### src/hw/rtl/rlsu_pkg.sv
// Shared types, constants and saturation helpers for the RLS update block.
// No dependencies; every other file of the block imports this package.
`timescale 1ns / 1ps
package rlsu_pkg;
	localparam int MAX_DIM_DEF = 8;
	localparam int PW = 48;
	localparam int XW = 32;
	localparam int LW = 17;
	localparam int DW = 4;
	localparam int CFG_IW = 2;

	localparam logic [CFG_IW-1:0] REG_FORGET = 2'd0;
	localparam logic [CFG_IW-1:0] REG_OMEGA  = 2'd1;
	localparam logic [CFG_IW-1:0] REG_DIM    = 2'd2;

	localparam logic [PW-1:0] P_MAX = 48'h7FFF_FFFF_FFFF;
	localparam logic [PW-1:0] T_LIM = 48'h0004_0000_0000;

	typedef struct packed {
		logic                 start;
		logic signed [PW:0]   a;
		logic signed [PW:0]   b;
		logic [PW-1:0]        dvs;
		logic                 use_div;
		logic                 lim_small;
	} md_req_t;

	typedef struct packed {
		logic                 busy;
		logic                 done;
		logic signed [PW-1:0] q;
	} md_rsp_t;

	function automatic logic signed [PW-1:0] sat_p(input logic signed [63:0] v);
		if (v > 64'sh0000_7FFF_FFFF_FFFF)
			return 48'sh7FFF_FFFF_FFFF;
		else if (v < 64'shFFFF_8000_0000_0000)
			return 48'sh8000_0000_0000;
		else
			return v[PW-1:0];
	endfunction

	function automatic logic signed [XW-1:0] sat_w(input logic signed [63:0] v);
		if (v > 64'sh0000_0000_7FFF_FFFF)
			return 32'sh7FFF_FFFF;
		else if (v < 64'shFFFF_FFFF_8000_0000)
			return 32'sh8000_0000;
		else
			return v[XW-1:0];
	endfunction
endpackage

### src/hw/rtl/rlsu_muldiv.sv
// Shared multiply-divide unit: round(a*b/d) with ties away from zero, saturated.
// Four 32x32 partial products, then a shift by 16 or a 48-step restoring divide.
// Depends on rlsu_pkg.
`timescale 1ns / 1ps
module rlsu_muldiv (
	input  logic                clk,
	input  logic                arst_n,
	input  rlsu_pkg::md_req_t   req,
	output rlsu_pkg::md_rsp_t   rsp
);
	import rlsu_pkg::*;

	localparam logic [2:0] M_IDLE = 3'd0;
	localparam logic [2:0] M_MUL  = 3'd1;
	localparam logic [2:0] M_RND  = 3'd2;
	localparam logic [2:0] M_DIV  = 3'd3;
	localparam logic [2:0] M_FIN  = 3'd4;

	logic [2:0]      st_q;
	logic [2:0]      step_q;
	logic [5:0]      cyc_q;
	logic [PW-1:0]   ma_q, mb_q, d_q, r_q, lo_q;
	logic            neg_q, div_q, small_q;
	logic [63:0]     pp_q;
	logic [1:0]      psh_q;
	logic [95:0]     prod_q;

	logic [PW:0]     mag_a, mag_b;
	logic [31:0]     opa, opb;
	logic [1:0]      sh_code;
	logic [95:0]     pp_sh;
	logic [PW-1:0]   mlim, mlim_n, qm;
	logic [96:0]     half, num;
	logic [80:0]     qf;
	logic [PW:0]     r2;
	logic            ge;

	assign mag_a = req.a[PW] ? -req.a : req.a;
	assign mag_b = req.b[PW] ? -req.b : req.b;
	assign opa = step_q[1] ? {16'h0, ma_q[PW-1:32]} : ma_q[31:0];
	assign opb = step_q[0] ? {16'h0, mb_q[PW-1:32]} : mb_q[31:0];
	assign sh_code = (step_q == 3'd0) ? 2'd0 : (step_q == 3'd3) ? 2'd2 : 2'd1;

	always_comb begin
		case (psh_q)
			2'd0:    pp_sh = {32'h0, pp_q};
			2'd1:    pp_sh = {pp_q, 32'h0};
			2'd2:    pp_sh = {pp_q[31:0], 64'h0};
			default: pp_sh = '0;
		endcase
	end

	assign mlim   = small_q ? T_LIM : P_MAX;
	assign mlim_n = mlim + PW'(neg_q);
	assign half   = div_q ? 97'(d_q >> 1) : 97'(16'h8000);
	assign num    = {1'b0, prod_q} + half;
	assign qf     = num[96:16];
	assign r2     = {r_q, lo_q[PW-1]};
	assign ge     = r2 >= {1'b0, d_q};
	assign qm     = (lo_q > mlim_n) ? mlim_n : lo_q;

	always_comb begin
		rsp.busy = st_q != M_IDLE;
		rsp.done = st_q == M_FIN;
		rsp.q    = neg_q ? -qm : qm;
	end

	always_ff @(posedge clk or negedge arst_n) begin
		if (!arst_n) begin
			st_q   <= M_IDLE;
			step_q <= '0;
			cyc_q  <= '0;
		end else begin
			case (st_q)
				M_IDLE: if (req.start) begin
					st_q   <= M_MUL;
					step_q <= '0;
				end
				M_MUL: begin
					step_q <= step_q + 3'd1;
					if (step_q == 3'd4)
						st_q <= M_RND;
				end
				M_RND: begin
					cyc_q <= '0;
					if (div_q && num[96:48] < {1'b0, d_q})
						st_q <= M_DIV;
					else
						st_q <= M_FIN;
				end
				M_DIV: begin
					cyc_q <= cyc_q + 6'd1;
					if (cyc_q == 6'(PW - 1))
						st_q <= M_FIN;
				end
				M_FIN: st_q <= M_IDLE;
				default: st_q <= M_IDLE;
			endcase
		end
	end

	always_ff @(posedge clk) begin
		case (st_q)
			M_IDLE: if (req.start) begin
				ma_q    <= mag_a[PW-1:0];
				mb_q    <= mag_b[PW-1:0];
				neg_q   <= req.a[PW] ^ req.b[PW];
				d_q     <= req.dvs;
				div_q   <= req.use_div;
				small_q <= req.lim_small;
				prod_q  <= '0;
			end
			M_MUL: begin
				if (step_q != 3'd4) begin
					pp_q  <= opa * opb;
					psh_q <= sh_code;
				end
				if (step_q != 3'd0)
					prod_q <= prod_q + pp_sh;
			end
			M_RND: begin
				if (!div_q)
					lo_q <= (qf > 81'(mlim_n)) ? mlim_n : qf[PW-1:0];
				else if (num[96:48] >= {1'b0, d_q})
					lo_q <= mlim_n;
				else begin
					r_q  <= num[95:48];
					lo_q <= num[PW-1:0];
				end
			end
			M_DIV: begin
				r_q  <= ge ? PW'(r2 - {1'b0, d_q}) : r2[PW-1:0];
				lo_q <= {lo_q[PW-2:0], ge};
			end
			default: ;
		endcase
	end
endmodule

### config.mk
export PLATFORM = sky130hd
export DESIGN_NAME = rlsu_muldiv
export DESIGN_NICKNAME = d
export VERILOG_FILES = /design/src/hw/rtl/rlsu_pkg.sv /design/src/hw/rtl/rlsu_muldiv.sv
export SDC_FILE = /design/constraint.sdc
export NUM_CORES = 2
export LEC_CHECK = 0
export BUFFER_PORTS_ARGS = -buffer_cell sky130_fd_sc_hd__buf_2
export CORE_UTILIZATION = 60
export CTS_CLUSTER_SIZE = 24
export DETAILED_ROUTE_END_ITERATION = 7
export PLACE_DENSITY = 0.88
export REMOVE_ABC_BUFFERS = 1
export SYNTH_ARGS = -nofsm -noshare
export SYNTH_HDL_FRONTEND = slang
export SYNTH_SLANG_ARGS = --single-unit
### constraint.sdc
create_clock -name clk -period 12.5 [get_ports clk]
set_input_delay 0.625 -clock clk [delete_from_list [all_inputs] [get_ports clk]]
set_output_delay 0.625 -clock clk [all_outputs]
set_load 0.005 [all_outputs]
# Word level (Yosys, flattened, before mapping)
# Cells that the tools add are included.
# totals
ff_bits	417
output_inout_bits	50
word_cells	89
inputBits	151
# classes
n_lt_le_gt_ge	5
mux	29
multipliers	1
reduce_logical	14
bitwise	1
eq_ne	16
add_sub_neg	9
# ops
cell	n
$mux W48	10
$pmux W96 S3	1
$mux W96	2
$pmux W48 S2	2
$pmux W96 S2	1
$neg A48 Y48	3
$ge A49 B48 Y1	2
$add A96 B47 Y97	1
$add A96 B96 Y96	1
$mux W47	2
$gt A81 B48 Y1	1
$mul A32 B32 Y64	1
$mux W32	2
$lt A49 B48 Y1	1
$add A47 B1 Y48	1
$gt A48 B48 Y1	1
$sub A48 B48 Y48	1
$mux W3	5
$ne A2 B2 Y1 const B	6
$pmux W3 S4	1
$pmux W6 S2	1
$eq A3 B2 Y1 const B	3
$reduce_and A3 Y1	3
$add A6 B1 Y6 const B	1
other kinds (16)	22

# Longest topological paths before layout
# depth
word_depth	6
depth_mapped	36
mapped_depth_nobuf	32

# Worst setup path after synthesis
# OpenSTA, ideal clock, no wires.
# synth_timing
path_type	reg2reg
startpoint	reg step_q[0]
endpoint	reg prod_q[0] (enable)
arrival_time_ns	8.503
path_stages_with_launch	8
required_time_ns	11.817
synth_period_minus_slack_ns	9.186
setup_slack_ns	3.314
path_cell_list	dfrtp_1 clkbuf_1 buf_1 clkinv_1 clkbuf_1 ha_1 nor2b_1 o21ai_0
# synth_via
elab_chain_len	3
# synth_rtl
item	line_no	rtl
from (decl)	rlsu_muldiv.sv:20	logic [2:0] step_q;
from (signal assigned)	rlsu_muldiv.sv:80	step_q <= step_q + 3'd1;
$reduce_bool A3 Y1	rlsu_muldiv.sv:118	if (step_q != 3'd0)
$ne A2 B2 Y1 (no line)	-	
$reduce_and A3 Y1 (no line)	-	
to (signal assigned)	rlsu_muldiv.sv:119	prod_q <= prod_q + pp_sh;
to (decl)	rlsu_muldiv.sv:26	logic [95:0] prod_q;
# No other way between the ends.
# A chain may end at the register's enable or synchronous reset.

# Worst setup path in the final report
# layout_timing
startpoint	reg step_q[1]
endpoint	reg pp_q[63] (data pin)
# layout_via
elab_chain_len	2
# layout_rtl
item	line_no	rtl
$mux W32	rlsu_muldiv.sv:40	assign opa = step_q[1] ? {16'h0, ma_q[PW-1:32]} : ma_q[31:0];
$mul A32 B32 Y64	rlsu_muldiv.sv:115	pp_q <= opa * opb;
to (signal assigned)	rlsu_muldiv.sv:115	
to (decl)	rlsu_muldiv.sv:24	logic [63:0] pp_q;
# No other way between the ends.

==> impl_metrics.csv <==
group,metric,value,unit
status,status,"finished, violations left",
status,failed_checks,"DRC",
cts,cts_sinks,417,
worst_setup_path,start_kind,"register",
synth,synth_edf_count,405,
run,drv_cap,0,
sta,finalSetupTns,0,ns
die,die_area,0.1168,mm2
cts,cts_resized,0,
global_route,grt_max_degree,92,
sta,hold_viol_final,0,
synth,ys_types,99,
detailed_routing,via_count,61260,
worst_setup_path,slowest_stage,"a311oi_1",
synth,synthCells,7939,
die,die_width,341.7,um
die,fp-row-count,124,
synth,avgSynthCellArea,8.722,um2
worst_setup_path,timing.rr.end,"pp_q[63]$_DFFE_PP_",
worst_setup_path,cp.required,12.91,ns
synth,yosysSeqAreaShare,18.00,%
sta,max_slew_margin,8.422,%
sta,rsz0062_at_grt,"no",
cts,cts.clk_slew.worst_paths,0.07,ns
detailed_routing,post_drt_via_cell_ratio,6.462,
worst_setup_path,slowest_delay,1.02,ns
die,initial_core_util,60.56,%
layout,final_layout_size_suffix_gt1_share,6.795,%
hold_path,holdCritPathClass,"primary input to register",
cts,tritoncts,"yes",
global_route,grt_util_all_layers,42.48,%
worst_setup_path,crit_end,"pp_q[63]$_DFFE_PP_",
sta,setup_viol,0,
synth,synth_ff_type,"edfxtp_1",
layout,final_nets,9577,
synth,synth-seq-cells,417,
cts,clk_path_buf_depth,3,
worst_setup_path,r2r_slack,1.98,ns
global_route,gr-total-overflow,0,
detailed_routing,post_drt_wl_per_cell,26.26,um
sta,timing.final.crit_share,84.15,%
detailed_routing,drt-pass1-iter-count,8,
worst_setup_path,timing.rr.start,"step_q[1]$_DFFE_PN0P_",
global_route,grt_pass1_wl,370400,um
layout,final_cell_mix,"inv_1 (1085), nor2_1 (967), fa_1 (899), nand2_1 (872), ha_1 (606)",
detailed_routing,drt_iter0_drc,7031,
synth,yosysWarnings,0,
layout,final_common_cell,"inv_1",
synth,synth.area.top_cells,"fa_1 (26%), edfxtp_1 (18%), ha_1 (11%), inv_1 (5.9%), nor2_1 (5.3%)",
synth,synth_async_sr_flop_share,2.878,%
worst_setup_path,ff2ff_path_depth,28,
synth,yosysTopAreaCellShare,25.99,%
placement,dp_hpwl,194800,um
cts,hold_buffers,1,
cts,htree_levels,2,
synth,synth_top_area_cell,"fa_1",
cts,post_cts_buffers,0,
placement,finalWeightedCongestion,1.052,
detailed_routing,drc,23,
global_route,grt_pass1_vias,61530,
worst_setup_path,cp-end-kind,"register",
detailed_routing,ant_nets,0,
worst_setup_path,crit_fanout,27,
layout,syn_to_final_growth,6.082,%
worst_setup_path,cp_common_cell,"fa_1",
global_route,antenna_found_initial,7,
cts,clock_latency,0.69,ns
worst_setup_path,cp-startpoint,"step_q[1]$_DFFE_PN0P_",
synth,syn_area,0.06925,mm2
cts,numCtsBuffers,51,
sta,slew_viol_final,0,
sta,fin_crit,10.52,ns
cts,root_buffer,"clkbuf_16",
detailed_routing,routed_wl,249000,um
placement,io_buffers,200,
die,die_y,341.7,um
worst_setup_path,critPathArrivalTime,10.93,ns
worst_setup_path,path_class,"register to register",
sta,worstMarginPinSlew,1.364,ns
sta,max_freq,0.09507,GHz
sta,finClkSkew,0.03204,ns
die,io_pins,201,
die,core-area,0.1143,mm2
-- worst max-delay path, delay by kind of cell (launching register included) --
family	cells	cell delay, ns
AND/OR/NAND/NOR	5	1.47
buffers and inverters	5	0.54
XOR/XNOR	1	0.08
AO/OA/AOI/OAI	8	2.75
adder cells (fa/ha/maj)	9	4.50
flip-flops	1	0.89
-- layer usage --
layer  vias up  wire [um]  GRT usage, %
li1      26460          -             -
met1     29470      85520         49.43
met2      4169     109500         66.23
met3      1164      29660         12.26
met4         4      24210         32.70
met5         -        115        0.6536
-- Yosys cell counts, types with 57 or more instances --
library cell / instances
inv_1: 1088
nor2_1: 970
fa_1: 899
nand2_1: 874
ha_1: 606
a21oi_1: 412
edfxtp_1: 405
clkbuf_1: 329
xnor2_1: 267
o21ai_0: 251
a21o_1: 218
xor2_1: 123
nand3_1: 116
and2_1: 105
nand4_1: 94
nor3_1: 91
a31oi_1: 89
mux2i_1: 75
nor2b_1: 72
and3_1: 57
-- sequential cells by signal (all words and copies together) (netlist names) --
register  cells
cyc_q         6
d_q          48
div_q         1
lo_q         48
ma_q         48
mb_q         48
neg_q         1
pp_q         64
prod_q       96
psh_q         2
r_q          48
small_q       1
st_q          3
step_q        3
-- logic make-up (layout without fill, tap and decap cells) --
logic type      Yosys count  after routing  synth area share (%)
mux                     111            111                 1.670
fa+ha+maj              1505           1505                 36.94
compound gates         1459           1459                 13.81
other cells               0              7                     0
buf+inv                1469           1492                 8.003
simple gates           2588           2588                 16.64
flops                   417            417                 18.00
xor+xnor                390            390                 4.933
-- through the flow --
step	hold slack [ns]	setup WS, ns	area (um2)	utilization, %	cells
final	0.1094	1.981	73460	64.24	9481
after global routing	0.1087	1.765	73450	64.24	9478
after CTS	0.09857	2.283	73440	64.23	9474
after detailed placement	0.5115	2.293	71750	62.75	9379
after global placement	0.4829	2.379	71750	62.75	9379
after floorplan	0.3294	2.421	67800	-	7560
-- worst min-delay path by stage --
stage	start	endpoint	slack (ns)	cells after the start
after floorplan	arst_n	cyc_q[0]$_DFFE_PN0P_	0.33	0
after global placement	cyc_q[1]$_DFFE_PN0P_	cyc_q[1]$_DFFE_PN0P_	0.48	2
after detailed placement	cyc_q[1]$_DFFE_PN0P_	cyc_q[1]$_DFFE_PN0P_	0.51	2
after CTS	req[0]	small_q$_DFFE_PP_	0.1	1
after global routing	req[0]	small_q$_DFFE_PP_	0.11	1
final	req[0]	small_q$_DFFE_PP_	0.11	1
-- area by class of cell --
type / instances / area [um2]
Inverter: 1090 / 4096
Tap cell: 1512 / 1892
Timing Repair Buffer: 308 / 1814
Sequential cell: 417 / 12460
Multi-Input combinational cell: 6053 / 51490
Fill cell: 9312 / 40890
Clock buffer: 59 / 1306
Antenna cell: 7 / 17.52
Clock inverter: 35 / 376.6
Power is left out: the tool's default activity adds up to more than one toggle a clock period on the data nets, which glitch-free logic cannot reach.
